--- config.mk ---
export PLATFORM = sky130hd
export DESIGN_NAME = stick_to_wheel_scroll
export DESIGN_NICKNAME = d
export VERILOG_FILES = /design/src/hdl/stws_pkg.sv /design/src/hdl/stws_regs.sv /design/src/hdl/stws_seq.sv /design/src/hdl/stws_dp.sv /design/src/hdl/stick_to_wheel_scroll.sv
export VERILOG_INCLUDE_DIRS = /design/src /design/src/hdl
export SDC_FILE = /design/constraint.sdc
export NUM_CORES = 1
export LEC_CHECK = 0
export ABC_AREA = 1
export BUFFER_PORTS_ARGS = -buffer_cell sky130_fd_sc_hd__buf_4
export CAP_MARGIN = 20
export CORE_MARGIN = 3
export CORE_UTILIZATION = 40
export DETAILED_ROUTE_END_ITERATION = 10
export HOLD_SLACK_MARGIN = 0.03
export PLACE_DENSITY_LB_ADDON = 0.08
export SLEW_MARGIN = 5
export SYNTH_ARGS = -nofsm -noshare
export SYNTH_HDL_FRONTEND = slang
export SYNTH_HIERARCHICAL = 1
export SYNTH_SLANG_ARGS = --single-unit
--- constraint.sdc ---
create_clock -name clk -period 9.77 [get_ports clk]
set_clock_uncertainty 0.05 [all_clocks]
set_input_delay 0.4885 -clock clk [delete_from_list [all_inputs] [get_ports clk]]
set_output_delay 0.4885 -clock clk [all_outputs]
set_load 0.005 [all_outputs]
--- src/hdl/stick_to_wheel_scroll_defines.svh ---
// ----------------------------------------------------------------------------
// stick_to_wheel_scroll_defines.svh
// Assertion macros for the stick to wheel scroll block.
// ----------------------------------------------------------------------------
`ifndef STICK_TO_WHEEL_SCROLL_DEFINES_SVH
`define STICK_TO_WHEEL_SCROLL_DEFINES_SVH

`ifndef SYNTHESIS
`define STWS_ASSERT(lbl, prop, msg) \
	lbl: assert property (@(posedge clk) disable iff (!arst_n) prop) else $error(msg);
`define STWS_ASSERT_NEVER(lbl, cond, msg) \
	lbl: assert property (@(posedge clk) disable iff (!arst_n) !(cond)) else $error(msg);
`else
`define STWS_ASSERT(lbl, prop, msg)
`define STWS_ASSERT_NEVER(lbl, cond, msg)
`endif

`endif

--- src/hdl/stws_pkg.sv ---
// ----------------------------------------------------------------------------
// stws_pkg
// Types, register map, microcode ROM and dispatch for the wheel scroll block.
// ----------------------------------------------------------------------------
package stws_pkg;

	localparam int FRAC_BITS_DEF = 15;

	localparam logic [1:0] ACT_AXIS  = 2'd0;
	localparam logic [1:0] ACT_FRAME = 2'd1;
	localparam logic [1:0] ACT_CTX   = 2'd2;
	localparam logic [1:0] ACT_CLEAR = 2'd3;

	localparam logic [2:0] AXIS_LX = 3'd0;
	localparam logic [2:0] AXIS_LY = 3'd1;

	localparam logic [1:0] REG_DEADZONE  = 2'd0;
	localparam logic [1:0] REG_RANGE     = 2'd1;
	localparam logic [1:0] REG_GAIN      = 2'd2;
	localparam logic [1:0] REG_MAX_STEPS = 2'd3;

	localparam logic [14:0] DEADZONE_RST  = 15'd7209;
	localparam logic [15:0] RANGE_RST     = 16'd21005;
	localparam logic [15:0] GAIN_RST      = 16'd24576;
	localparam logic [2:0]  MAX_STEPS_RST = 3'd3;

	typedef struct packed {
		logic [14:0] deadzone;
		logic [15:0] range_scale;
		logic [15:0] scroll_gain;
		logic [2:0]  max_steps;
	} cfg_t;

	// datapath operations
	localparam logic [3:0] OP_NOP    = 4'd0;
	localparam logic [3:0] OP_AXIS   = 4'd1;
	localparam logic [3:0] OP_CTX    = 4'd2;
	localparam logic [3:0] OP_CLR    = 4'd3;
	localparam logic [3:0] OP_MULX   = 4'd4;
	localparam logic [3:0] OP_NX     = 4'd5;
	localparam logic [3:0] OP_NY     = 4'd6;
	localparam logic [3:0] OP_MULW   = 4'd7;
	localparam logic [3:0] OP_MULG   = 4'd8;
	localparam logic [3:0] OP_ACC    = 4'd9;
	localparam logic [3:0] OP_EMIT   = 4'd10;
	localparam logic [3:0] OP_CLRACC = 4'd11;

	localparam logic [1:0] CND_NONE   = 2'd0;
	localparam logic [1:0] CND_GATED  = 2'd1;
	localparam logic [1:0] CND_NYZERO = 2'd2;

	localparam int STEP_W = 4;

	localparam logic [STEP_W-1:0] ST_AXIS   = 4'd0;
	localparam logic [STEP_W-1:0] ST_CTX    = 4'd1;
	localparam logic [STEP_W-1:0] ST_CLR    = 4'd2;
	localparam logic [STEP_W-1:0] ST_FRAME  = 4'd3;
	localparam logic [STEP_W-1:0] ST_NX     = 4'd4;
	localparam logic [STEP_W-1:0] ST_NY     = 4'd5;
	localparam logic [STEP_W-1:0] ST_MULW   = 4'd6;
	localparam logic [STEP_W-1:0] ST_MULG   = 4'd7;
	localparam logic [STEP_W-1:0] ST_ACC    = 4'd8;
	localparam logic [STEP_W-1:0] ST_EMIT   = 4'd9;
	localparam logic [STEP_W-1:0] ST_CLRACC = 4'd10;
	localparam logic [STEP_W-1:0] ST_DONE   = 4'd11;

	typedef struct packed {
		logic [3:0]        op;
		logic [1:0]        cond;
		logic [STEP_W-1:0] tgt;
		logic              last;
	} ctl_t;

	typedef struct packed {
		logic gated;
		logic ny_zero;
		logic out_busy;
	} stat_t;

	function automatic ctl_t ucode_rom(input logic [STEP_W-1:0] step);
		ctl_t w;
		w = '{op: OP_NOP, cond: CND_NONE, tgt: ST_DONE, last: 1'b1};
		case (step)
			ST_AXIS:   w = '{op: OP_AXIS,   cond: CND_NONE,   tgt: ST_DONE,   last: 1'b1};
			ST_CTX:    w = '{op: OP_CTX,    cond: CND_NONE,   tgt: ST_DONE,   last: 1'b1};
			ST_CLR:    w = '{op: OP_CLR,    cond: CND_NONE,   tgt: ST_DONE,   last: 1'b1};
			ST_FRAME:  w = '{op: OP_MULX,   cond: CND_GATED,  tgt: ST_DONE,   last: 1'b0};
			ST_NX:     w = '{op: OP_NX,     cond: CND_NONE,   tgt: ST_DONE,   last: 1'b0};
			ST_NY:     w = '{op: OP_NY,     cond: CND_NYZERO, tgt: ST_CLRACC, last: 1'b0};
			ST_MULW:   w = '{op: OP_MULW,   cond: CND_NONE,   tgt: ST_DONE,   last: 1'b0};
			ST_MULG:   w = '{op: OP_MULG,   cond: CND_NONE,   tgt: ST_DONE,   last: 1'b0};
			ST_ACC:    w = '{op: OP_ACC,    cond: CND_NONE,   tgt: ST_DONE,   last: 1'b0};
			ST_EMIT:   w = '{op: OP_EMIT,   cond: CND_NONE,   tgt: ST_DONE,   last: 1'b1};
			ST_CLRACC: w = '{op: OP_CLRACC, cond: CND_NONE,   tgt: ST_DONE,   last: 1'b1};
			ST_DONE:   w = '{op: OP_NOP,    cond: CND_NONE,   tgt: ST_DONE,   last: 1'b1};
			default:   w = '{op: OP_NOP,    cond: CND_NONE,   tgt: ST_DONE,   last: 1'b1};
		endcase
		return w;
	endfunction

	function automatic logic [STEP_W-1:0] entry_step(input logic [1:0] action);
		logic [STEP_W-1:0] s;
		case (action)
			ACT_AXIS:  s = ST_AXIS;
			ACT_FRAME: s = ST_FRAME;
			ACT_CTX:   s = ST_CTX;
			ACT_CLEAR: s = ST_CLR;
			default:   s = ST_DONE;
		endcase
		return s;
	endfunction

endpackage

--- src/hdl/stws_regs.sv ---
// ----------------------------------------------------------------------------
// stws_regs
// APB register file: deadzone, range scale, gain, max steps.
// ----------------------------------------------------------------------------
module stws_regs (
	input  logic               clk,
	input  logic               arst_n,
	input  logic               psel,
	input  logic               penable,
	input  logic               pwrite,
	input  logic [3:0]         paddr,
	input  logic [31:0]        pwdata,
	output logic [31:0]        prdata,
	output stws_pkg::cfg_t     cfg
);

	stws_pkg::cfg_t cfg_q;
	logic           wr_en;

	assign wr_en = psel & penable & pwrite;

	always_ff @(posedge clk or negedge arst_n) begin
		if (!arst_n) begin
			cfg_q.deadzone    <= stws_pkg::DEADZONE_RST;
			cfg_q.range_scale <= stws_pkg::RANGE_RST;
			cfg_q.scroll_gain <= stws_pkg::GAIN_RST;
			cfg_q.max_steps   <= stws_pkg::MAX_STEPS_RST;
		end else if (wr_en) begin
			case (paddr[3:2])
				stws_pkg::REG_DEADZONE:  cfg_q.deadzone    <= pwdata[14:0];
				stws_pkg::REG_RANGE:     cfg_q.range_scale <= pwdata[15:0];
				stws_pkg::REG_GAIN:      cfg_q.scroll_gain <= pwdata[15:0];
				stws_pkg::REG_MAX_STEPS: cfg_q.max_steps   <= pwdata[2:0];
				default: ;
			endcase
		end
	end

	always_comb begin
		case (paddr[3:2])
			stws_pkg::REG_DEADZONE:  prdata = {17'd0, cfg_q.deadzone};
			stws_pkg::REG_RANGE:     prdata = {16'd0, cfg_q.range_scale};
			stws_pkg::REG_GAIN:      prdata = {16'd0, cfg_q.scroll_gain};
			stws_pkg::REG_MAX_STEPS: prdata = {29'd0, cfg_q.max_steps};
			default:                 prdata = 32'd0;
		endcase
	end

	assign cfg = cfg_q;

endmodule

--- src/hdl/stws_seq.sv ---
// ----------------------------------------------------------------------------
// stws_seq
// Microcode sequencer: step counter, ROM lookup, conditional jumps.
// ----------------------------------------------------------------------------
module stws_seq (
	input  logic                 clk,
	input  logic                 arst_n,
	input  logic                 start,
	input  logic [1:0]           action,
	input  stws_pkg::stat_t      stat,
	output logic                 busy,
	output stws_pkg::ctl_t       ctl
);

	logic                          busy_q;
	logic [stws_pkg::STEP_W-1:0]   step_q;
	stws_pkg::ctl_t                word;
	logic                          hold;
	logic                          jump;

	assign word = stws_pkg::ucode_rom(step_q);

	// emit waits while the output word is still held
	assign hold = busy_q & (word.op == stws_pkg::OP_EMIT) & stat.out_busy;

	always_comb begin
		case (word.cond)
			stws_pkg::CND_GATED:  jump = stat.gated;
			stws_pkg::CND_NYZERO: jump = stat.ny_zero;
			default:              jump = 1'b0;
		endcase
	end

	always_ff @(posedge clk or negedge arst_n) begin
		if (!arst_n) begin
			busy_q <= 1'b0;
			step_q <= stws_pkg::ST_DONE;
		end else if (start) begin
			busy_q <= 1'b1;
			step_q <= stws_pkg::entry_step(action);
		end else if (busy_q && !hold) begin
			if (jump) begin
				step_q <= word.tgt;
			end else if (word.last) begin
				busy_q <= 1'b0;
			end else begin
				step_q <= step_q + 1'b1;
			end
		end
	end

	always_comb begin
		ctl = word;
		if (!busy_q || hold) begin
			ctl.op = stws_pkg::OP_NOP;
		end
	end

	assign busy = busy_q;

endmodule

--- src/hdl/stws_dp.sv ---
// ----------------------------------------------------------------------------
// stws_dp
// Datapath: stick registers, shared multiplier, accumulator, output word.
// ----------------------------------------------------------------------------
module stws_dp #(
	parameter int FRAC_BITS = stws_pkg::FRAC_BITS_DEF
) (
	input  logic                  clk,
	input  logic                  arst_n,
	input  logic                  start,
	input  logic [2:0]            axis_id,
	input  logic signed [15:0]    axis_raw,
	input  logic                  in_ui,
	input  logic                  device_is_gamepad,
	input  logic                  device_switched,
	input  stws_pkg::cfg_t        cfg,
	input  stws_pkg::ctl_t        ctl,
	input  logic                  out_stall,
	output stws_pkg::stat_t       stat,
	output logic                  out_valid,
	output logic signed [3:0]     step_count
);

	localparam int ACC_W = FRAC_BITS + 5;
	localparam int SUM_W = FRAC_BITS + 6;
	localparam int SHR   = 30 - FRAC_BITS;
	localparam logic signed [SUM_W-1:0] LIM = SUM_W'((1 << (FRAC_BITS + 4)) - 1);

	logic [2:0]               axis_id_q;
	logic signed [15:0]       raw_q;
	logic                     in_ui_q;
	logic                     gamepad_q;
	logic                     switched_q;

	logic signed [15:0]       stick_x_q;
	logic signed [15:0]       stick_y_q;
	logic signed [ACC_W-1:0]  res_q;
	logic [31:0]              prod_q;
	logic [14:0]              nx_q;
	logic [14:0]              ny_q;
	logic                     out_valid_q;
	logic signed [3:0]        wheel_q;

	logic [14:0]              mag_x, mag_y, diff_x, diff_y, norm_sat;
	logic                     zero_x, zero_y;
	logic [15:0]              mul_a, mul_b;
	logic                     mul_en;
	logic [15:0]              wgt;
	logic [31:0]              s_shift;
	logic signed [SUM_W-1:0]  s_mag, strength, sum, sum_sat;
	logic                     res_neg;
	logic [ACC_W-1:0]         res_mag;
	logic [3:0]               whole, whole_c;
	logic [ACC_W-1:0]         step_amt;
	logic                     emit_fire;
	logic signed [15:0]       raw_clamped;

	function automatic logic [14:0] abs15(input logic signed [15:0] v);
		logic signed [15:0] n;
		n = -v;
		return v[15] ? n[14:0] : v[14:0];
	endfunction

	assign mag_x    = abs15(stick_x_q);
	assign mag_y    = abs15(stick_y_q);
	assign zero_x   = mag_x <= cfg.deadzone;
	assign zero_y   = mag_y <= cfg.deadzone;
	assign diff_x   = mag_x - cfg.deadzone;
	assign diff_y   = mag_y - cfg.deadzone;
	assign norm_sat = (|prod_q[31:29]) ? 15'h7fff : prod_q[28:14];
	assign wgt      = 16'h8000 - {1'b0, nx_q};

	always_comb begin
		mul_en = 1'b1;
		mul_a  = 16'd0;
		mul_b  = 16'd0;
		case (ctl.op)
			stws_pkg::OP_MULX: begin
				mul_a = {1'b0, diff_x};
				mul_b = cfg.range_scale;
			end
			stws_pkg::OP_NX: begin
				mul_a = {1'b0, diff_y};
				mul_b = cfg.range_scale;
			end
			stws_pkg::OP_MULW: begin
				mul_a = {1'b0, ny_q};
				mul_b = wgt;
			end
			stws_pkg::OP_MULG: begin
				mul_a = prod_q[30:15];
				mul_b = cfg.scroll_gain;
			end
			default: mul_en = 1'b0;
		endcase
	end

	// strength, sign opposite to Y
	assign s_shift  = prod_q >> SHR;
	assign s_mag    = s_shift[SUM_W-1:0];
	assign strength = stick_y_q[15] ? s_mag : -s_mag;
	assign sum      = {res_q[ACC_W-1], res_q} + strength;

	always_comb begin
		if (sum > LIM) begin
			sum_sat = LIM;
		end else if (sum < -LIM) begin
			sum_sat = -LIM;
		end else begin
			sum_sat = sum;
		end
	end

	assign res_neg  = res_q[ACC_W-1];
	assign res_mag  = res_neg ? ACC_W'(-res_q) : ACC_W'(res_q);
	assign whole    = res_mag[FRAC_BITS+3:FRAC_BITS];
	assign whole_c  = (whole > {1'b0, cfg.max_steps}) ? {1'b0, cfg.max_steps} : whole;
	assign step_amt = ACC_W'(whole_c) << FRAC_BITS;
	assign emit_fire = (ctl.op == stws_pkg::OP_EMIT) && (whole_c != 4'd0);

	assign raw_clamped = (raw_q == 16'sh8000) ? -16'sd32767 : raw_q;

	always_ff @(posedge clk) begin
		if (start) begin
			axis_id_q  <= axis_id;
			raw_q      <= axis_raw;
			in_ui_q    <= in_ui;
			gamepad_q  <= device_is_gamepad;
			switched_q <= device_switched;
		end
		if (mul_en) begin
			prod_q <= {16'd0, mul_a} * {16'd0, mul_b};
		end
		if (ctl.op == stws_pkg::OP_NX) begin
			nx_q <= zero_x ? 15'd0 : norm_sat;
		end
		if (ctl.op == stws_pkg::OP_NY) begin
			ny_q <= zero_y ? 15'd0 : norm_sat;
		end
		if (emit_fire) begin
			wheel_q <= res_neg ? -$signed(whole_c) : $signed(whole_c);
		end
	end

	always_ff @(posedge clk or negedge arst_n) begin
		if (!arst_n) begin
			stick_x_q <= '0;
			stick_y_q <= '0;
			res_q     <= '0;
		end else begin
			case (ctl.op)
				stws_pkg::OP_AXIS: begin
					if (axis_id_q == stws_pkg::AXIS_LX) begin
						stick_x_q <= raw_clamped;
					end else if (axis_id_q == stws_pkg::AXIS_LY) begin
						stick_y_q <= raw_clamped;
					end
				end
				stws_pkg::OP_CTX: begin
					if (!in_ui_q) begin
						res_q <= '0;
					end
				end
				stws_pkg::OP_CLR: begin
					stick_x_q <= '0;
					stick_y_q <= '0;
					res_q     <= '0;
				end
				stws_pkg::OP_ACC:    res_q <= sum_sat[ACC_W-1:0];
				stws_pkg::OP_EMIT: begin
					if (emit_fire) begin
						res_q <= res_neg ? res_q + $signed(step_amt)
						                 : res_q - $signed(step_amt);
					end
				end
				stws_pkg::OP_CLRACC: res_q <= '0;
				default: ;
			endcase
		end
	end

	always_ff @(posedge clk or negedge arst_n) begin
		if (!arst_n) begin
			out_valid_q <= 1'b0;
		end else if (emit_fire) begin
			out_valid_q <= 1'b1;
		end else if (!out_stall) begin
			out_valid_q <= 1'b0;
		end
	end

	assign stat.gated    = !in_ui_q | !gamepad_q | switched_q;
	assign stat.ny_zero  = zero_y | (norm_sat == 15'd0);
	assign stat.out_busy = out_valid_q & out_stall;

	assign out_valid  = out_valid_q;
	assign step_count = wheel_q;

endmodule

--- src/hdl/stick_to_wheel_scroll.sv ---
// ----------------------------------------------------------------------------
// stick_to_wheel_scroll
// Analog stick to mouse wheel steps, run by a microcoded sequencer.
//
//   channel  handshake            payload
//   in       in_valid / in_stall  action, axis_id, axis_raw, in_ui,
//                                 device_is_gamepad, device_switched
//   out      out_valid/ out_stall step_count
//   cfg      APB write/read       deadzone, range_scale, scroll_gain, max_steps
//
// A gated frame jumps to done from its first step; a frame with zero Y clears
// the accumulator after NY. A full frame runs MULX to EMIT on the one shared
// 16x16 multiplier used in four steps. Emit waits while the output word is
// stalled; the next input word is taken the cycle after the last step.
// Reset restores register defaults and clears sticks and accumulator.
// ----------------------------------------------------------------------------
`include "stick_to_wheel_scroll_defines.svh"

module stick_to_wheel_scroll #(
	parameter int FRAC_BITS = stws_pkg::FRAC_BITS_DEF
) (
	input  logic               clk,
	input  logic               arst_n,
	input  logic               in_valid,
	output logic               in_stall,
	input  logic [1:0]         action,
	input  logic [2:0]         axis_id,
	input  logic signed [15:0] axis_raw,
	input  logic               in_ui,
	input  logic               device_is_gamepad,
	input  logic               device_switched,
	output logic               out_valid,
	input  logic               out_stall,
	output logic signed [3:0]  step_count,
	input  logic               psel,
	input  logic               penable,
	input  logic               pwrite,
	input  logic [3:0]         paddr,
	input  logic [31:0]        pwdata,
	output logic [31:0]        prdata,
	output logic               pready
);

	stws_pkg::cfg_t  cfg;
	stws_pkg::ctl_t  ctl;
	stws_pkg::stat_t stat;
	logic            busy;
	logic            start;

	assign start    = in_valid & ~busy;
	assign in_stall = busy;
	assign pready   = 1'b1;

	stws_regs u_regs (
		.clk     (clk),
		.arst_n  (arst_n),
		.psel    (psel),
		.penable (penable),
		.pwrite  (pwrite),
		.paddr   (paddr),
		.pwdata  (pwdata),
		.prdata  (prdata),
		.cfg     (cfg)
	);

	stws_seq u_seq (
		.clk    (clk),
		.arst_n (arst_n),
		.start  (start),
		.action (action),
		.stat   (stat),
		.busy   (busy),
		.ctl    (ctl)
	);

	stws_dp #(
		.FRAC_BITS (FRAC_BITS)
	) u_dp (
		.clk               (clk),
		.arst_n            (arst_n),
		.start             (start),
		.axis_id           (axis_id),
		.axis_raw          (axis_raw),
		.in_ui             (in_ui),
		.device_is_gamepad (device_is_gamepad),
		.device_switched   (device_switched),
		.cfg               (cfg),
		.ctl               (ctl),
		.out_stall         (out_stall),
		.stat              (stat),
		.out_valid         (out_valid),
		.step_count        (step_count)
	);

	`STWS_ASSERT(a_busy_after_accept, start |=> busy, "sequencer not busy after accept")
	`STWS_ASSERT_NEVER(a_no_zero_step, out_valid && (step_count == 4'sd0), "zero step emitted")
	`STWS_ASSERT(a_emit_from_busy, $rose(out_valid) |-> $past(busy), "word emitted while idle")

endmodule
### Word level (Yosys, flattened, before mapping)

Memories as Yosys holds them, arrays and structs flattened.
Index checks and enable logic that the tools add are counted.
W data, S select, Z words.

* bitwise gates (word level): 10
* $add $sub $neg: 12
* div/mod/pow operators: 0
* mux-type cells: 36
* equal/unequal tests: 30
* reductions and logical operators: 29
* multiply operators: 1
* shift-type cells: 0
* $lt $le $gt $ge: 5

Operator list (number)
* $pmux W32 S4: 1
* $mux W20: 5
* $pmux W20 S4: 1
* $mux W16: 4
* $pmux W16 S2: 2
* $pmux W16 S4: 1
* $pmux W16 S3: 1
* $mux W15: 3
* $mul A16 B16 Y32: 1
* $le A15 B15 Y1: 2
* $neg A15 Y15: 2
* $sub A15 B15 Y15: 2
* $mux W4: 7
* $add A21 B21 Y21: 1
* $gt A21 B20 Y1 const B: 1
* $lt A21 B20 Y1 const B: 1
* $mux W21: 1
* $neg A17 Y21: 1
* $add A20 B20 Y20: 1
* $eq A4 B4 Y1 const B: 5
* $sub A20 B20 Y20: 1
* $mux W19: 1
* $neg A19 Y19: 1
* $eq A16 B16 Y1 const B: 1
* other kinds (32): 76

* register bits after elaboration: 196
* input port bits: 67
* bits in writable memories: 0
* bits in latches: 0
* memories: 1
* ROM bits: 128

Memories
* (no name shown): depth 16, bits a word 8, rd ports 1, clocked after Yosys merged registers in 0, write ports 0, RTL line stws_pkg.sv:83 `case (step)`

### Logic depth before layout (Yosys ltp)

An unclocked memory read counts as a cell.

* depth after elaboration: 10
* gate-level depth with buffers: 45

### Cells and area by module

The synthesis kept the hierarchy.

Modules (own cells, without submodules)
* stws_dp: times used 1, cells each 2549, area each 18823.1 µm², seq. area each 3548.4 µm²
* stws_regs: times used 1, cells each 316, area each 2597.5 µm², seq. area each 1271.2 µm²
* stws_seq: times used 1, cells each 100, area each 658.1 µm², seq. area each 128.9 µm²
* stick_to_wheel_scroll: times used 1, cells each 4, area each 21.3 µm², seq. area each 0.0 µm²

### Worst setup path before layout

OpenSTA, ideal clock, no wires.

* path type: reg-to-reg
* start: register u_seq/step_q[0] (netlist name)
* end: register u_dp.prod_q[31], data pin
* period minus slack after synthesis: 8160 ps
* required time: 9468 ps
* slack: 1610 ps
* cell stages (with the launch flop): 38
* path buffers: 1
* library setup time: 252 ps
* arrival: 7858 ps
* cell sequence: dfstp_2 -> ha_1 -> ha_1 -> or2_2 -> nand2_1 -> nor2_1 -> nand2_2 -> nand2_1 -> nor2_1 -> nor2_1 -> nand2_1 -> buf_6 -> inv_1 -> nand2_1 -> nor2_1 -> nor3_4 -> clkinv_1 -> nand2_1 -> [... 2 more ...] -> inv_1 -> fa_1 -> fa_1 -> fa_1 -> inv_1 -> fa_1 -> inv_1 -> ha_1 -> a21oi_1 -> inv_1 -> a21oi_1 -> inv_1 -> a21oi_1 -> nor2_1 -> a211oi_1 -> nand2_1 -> nand2_1 -> nand2_1

RTL lines
* start, declared: RTL line stws_seq.sv:16 `logic [stws_pkg::STEP_W-1:0] step_q;`
* start signal, assigned: RTL line stws_seq.sv:37 `step_q <= stws_pkg::ST_DONE;`
* start signal, assigned: RTL line stws_seq.sv:40 `step_q <= stws_pkg::entry_step(action);`
* start signal, assigned: RTL line stws_seq.sv:43 `step_q <= word.tgt;`
* end signal, assigned: RTL line stws_dp.sv:132 `prod_q <= {16'd0, mul_a} * {16'd0, mul_b};`
* end, declared: RTL line stws_dp.sv:38 `logic [31:0] prod_q;`

==> Flow_metrics.wiki <==
{| class="wikitable"
! Metric !! Value
|-
| Result of the run || finished clean
|-
| Via Count || ~19000
|-
| Post-CTS setup buffer count || 0
|-
| Type of element capturing the critical path || flip-flop
|-
| Max-cap violations || 0
|-
| Syn_area_per_cell || between 7 and 8 sq um
|-
| Post-CTS clock slew at the launch and capture registers of the worst setup and hold paths || about 0.08 ns
|-
| CP most frequent cell || sky130_fd_sc_hd__nand2_1
|-
| Antenna Violating Nets Remaining || 0
|-
| Flop-to-flop setup slack || 0.62 ns
|-
| IO Pins || 106
|-
| Global-route wire length before repair || between 100 and 150 mm
|-
| PD cells || 267 mW/mm^2
|-
| Leakage power || ~0.013 uW
|-
| Total negative setup slack || 0 ns
|-
| Slowest stage cell, crit path || sky130_fd_sc_hd__a311o_1
|-
| Clock tree from TritonCTS || yes
|-
| Largest net degree at the start of global routing || 56
|-
| Quantity of I/O buffers inserted on ports || 70
|-
| CTS Root Cell || sky130_fd_sc_hd__clkbuf_16
|-
| Remaining routing DRC violations || 0
|-
| Cell Count Post-Placement || 3702
|-
| TritonCTS Buffers || 17
|-
| Number of placement rows || 85
|-
| Layout overhead on the synthesized area || 8.49%
|-
| GRT Overall Usage || 0.233
|-
| Final design instance area without fill || 0.0239 sq mm
|-
| Wire length after detailed routing || 66.8 mm
|-
| Sum of overflow across all layers after global routing || 0
|-
| Number of DRC violations after detailed-routing iteration 0 || 1512
|-
| Crit path arrival time || around 9.3 ns
|-
| DP Area || around 0.023 sq mm
|-
| Number of clock sinks seen by CTS || between 150 and 200
|-
| Crit Path Category || flip-flop to flip-flop
|-
| Maximum cell stage delay along the critical path || 0.77 ns
|-
| Final period util || 0.936
|-
| Max-slew headroom || 0.335
|-
| Clock latency on the worst-skew pair || around 0.46 ns
|-
| Setup violators final || 0
|-
| Initial antenna violation count || 0
|-
| Length of the first detailed-routing pass in iterations || 5
|-
| Number of inserted diodes || 0
|-
| Via count of the first global-routing pass || roughly 19000
|-
| Worst IR drop on VDD || about 0.21 mV
|-
| Number of standard cells in the layout, taps in and fillers out || 3735
|-
| Final Hold Vio Count || 0
|-
| Setup repair after global routing missed its margin || false
|-
| Die height || 241 um
|-
| Clock Tree Buf Depth || 2
|-
| Placed wire-length estimate || 54.3 mm
|-
| CTS H-Tree Depth || 4
|-
| Max Fanout on Critical Path || 27
|-
| Count of nets after finishing || 3465
|-
| Sort of element at the start of the critical path || flip-flop
|-
| Cell count after synthesis || approximately 3000
|-
| Vias per std cell || slightly above 5
|-
| Achievable Freq || 109 MHz
|-
| Number of warnings issued by yosys || 6
|-
| Worst reg2reg path endpoint || u_dp/prod_q[28]
|-
| Initial cell density of the core || 0.407
|-
| RePlAce Congestion || 0.937
|-
| Die width || 241 um
|-
| Number of cells upsized or downsized after cts || 0
|-
| Routed length per instance || 17.9 um
|-
| Fraction of final layout cells sized beyond drive strength 1 || 0.0849
|-
| Crit Reg-Reg Startpoint || u_seq/step_q[0]
|-
| Time the worst path needs with I/O delays and setup || 9.15 ns
|-
| Mapped Area || between 0.02 and 0.025 sq mm
|-
| Power consumption || 6400 uW
|-
| Post-CTS Hold Buffers || 0
|-
| Area enclosed by the die boundary || between 0.05 and 0.06 sq mm
|-
| Max-slew violation count || 0
|-
| Worst Reg2Reg Path Length in Cells || 35
|-
| Core area || 0.0542 sq mm
|-
| Hold crit path type || primary input to asynchronous set/reset pin
|-
| Worst slew pin tran || 0.995 ns
|-
| Required time of the critical path || between 9 and 10 ns
|}
routing by layer:
metal  vias to the layer above  GRT usage  wire length (um)  part of all wire
met5                         -          0                 0                 0
met4                         0     0.0550              1420             0.021
met3                        59     0.0317              3960             0.059
met2                       569      0.361             29200              0.44
met1                      9228      0.347             32300              0.48
li1                       9305          -                 -                 -
layout make-up:
| type | count | area (sq um) |
|---|---|---|
| fill | 5628 | 30300 |
| multi-input combinational | 2135 | 14500 |
| sequential | 182 | 4950 |
| inverter | 577 | 2180 |
| tap | 696 | 871 |
| timing repair buffer | 113 | 856 |
| clock buffer | 17 | 425 |
| clock inverter | 15 | 176 |
placed cells by master, fill, tap and decap left out, types with 10 or more instances in the layout:
cell / instances
sky130_fd_sc_hd__xnor2_1: 11
sky130_fd_sc_hd__nor2_2: 11
sky130_fd_sc_hd__ha_1: 175
sky130_fd_sc_hd__xor2_1: 50
sky130_fd_sc_hd__conb_1: 17
sky130_fd_sc_hd__nand4_1: 22
sky130_fd_sc_hd__o21ai_0: 98
sky130_fd_sc_hd__inv_2: 13
sky130_fd_sc_hd__nor3_1: 33
sky130_fd_sc_hd__dfrtp_1: 89
sky130_fd_sc_hd__nand2_1: 864
sky130_fd_sc_hd__clkbuf_16: 17
sky130_fd_sc_hd__a31oi_1: 11
sky130_fd_sc_hd__nand2_2: 11
sky130_fd_sc_hd__fa_1: 197
sky130_fd_sc_hd__a22o_1: 10
sky130_fd_sc_hd__dfstp_2: 19
sky130_fd_sc_hd__nor2_1: 244
sky130_fd_sc_hd__a21oi_1: 110
sky130_fd_sc_hd__buf_4: 112
sky130_fd_sc_hd__inv_1: 555
sky130_fd_sc_hd__nand3_1: 128
sky130_fd_sc_hd__edfxtp_1: 74
sky130_fd_sc_hd__nand3b_1: 15
sequential cells by signal, summed over array words and instances (netlist names):
| signal | count |
|---|---|
| u_seq/busy | 1 |
| u_dp/ny_q | 15 |
| u_dp/stick_y_q | 16 |
| u_dp/gamepad_q | 1 |
| u_dp/stick_x_q | 16 |
| u_dp/in_ui_q | 1 |
| u_dp/prod_q | 18 |
| u_dp/raw_q | 16 |
| u_dp/nx_q | 15 |
| u_regs/cfg | 50 |
| u_dp/out_valid | 1 |
| u_dp/axis_id_q | 3 |
| u_seq/step_q | 4 |
| u_dp/res_q | 20 |
| u_dp/step_count | 4 |
| u_dp/switched_q | 1 |
stage by stage:
stage | worst slack (ns) | hold WS (ns) | util
2_1_floorplan | 1.61 | 0.143 | -
3_3_place_gp | 0.724 | 0.408 | 0.430
3_5_place_dp | 0.666 | 0.413 | 0.430
4_1_cts | 0.641 | 0.0335 | 0.441
5_1_grt | 0.0321 | 0.0589 | 0.441
6_report | 0.623 | 0.00581 | 0.441
power by group:
group / internal, uW / switching, uW / total (uW)
registers: 1100 / 245 / 1350
clock network: 368 / 356 / 724
logic: 1440 / 2880 / 4320
how the worst max path moves through the flow:
| stage | slack, ns | from | endpoint | depth (start not counted) |
|---|---|---|---|---|
| detailed placement | 0.67 | u_seq/step_q[0] | u_dp/prod_q[28] | 35 |
| CTS | 0.64 | u_seq/step_q[0] | u_dp/prod_q[28] | 35 |
| finish | 0.62 | u_seq/step_q[0] | u_dp/prod_q[28] | 35 |
| global route | 0.03 | u_seq/step_q[0] | u_dp/prod_q[28] | 35 |
| floorplan | 1.61 | u_seq/step_q[0] | u_dp/prod_q[31] | 37 |
| global placement | 0.72 | u_seq/step_q[0] | u_dp/prod_q[28] | 35 |
worst max-delay path, delay by kind of cell (launching register included):
kind | cells | cell delay (ns)
adders and majority gates | 9 | 3.91
and+or+nand+nor | 16 | 2.58
AOI/OAI and AO/OA | 3 | 1.13
buffers and inverters | 6 | 0.73
DFF | 1 | 0.41
xor gates and xnor gates | 1 | 0.06
Note: power is estimated with default switching activity, not from simulation.
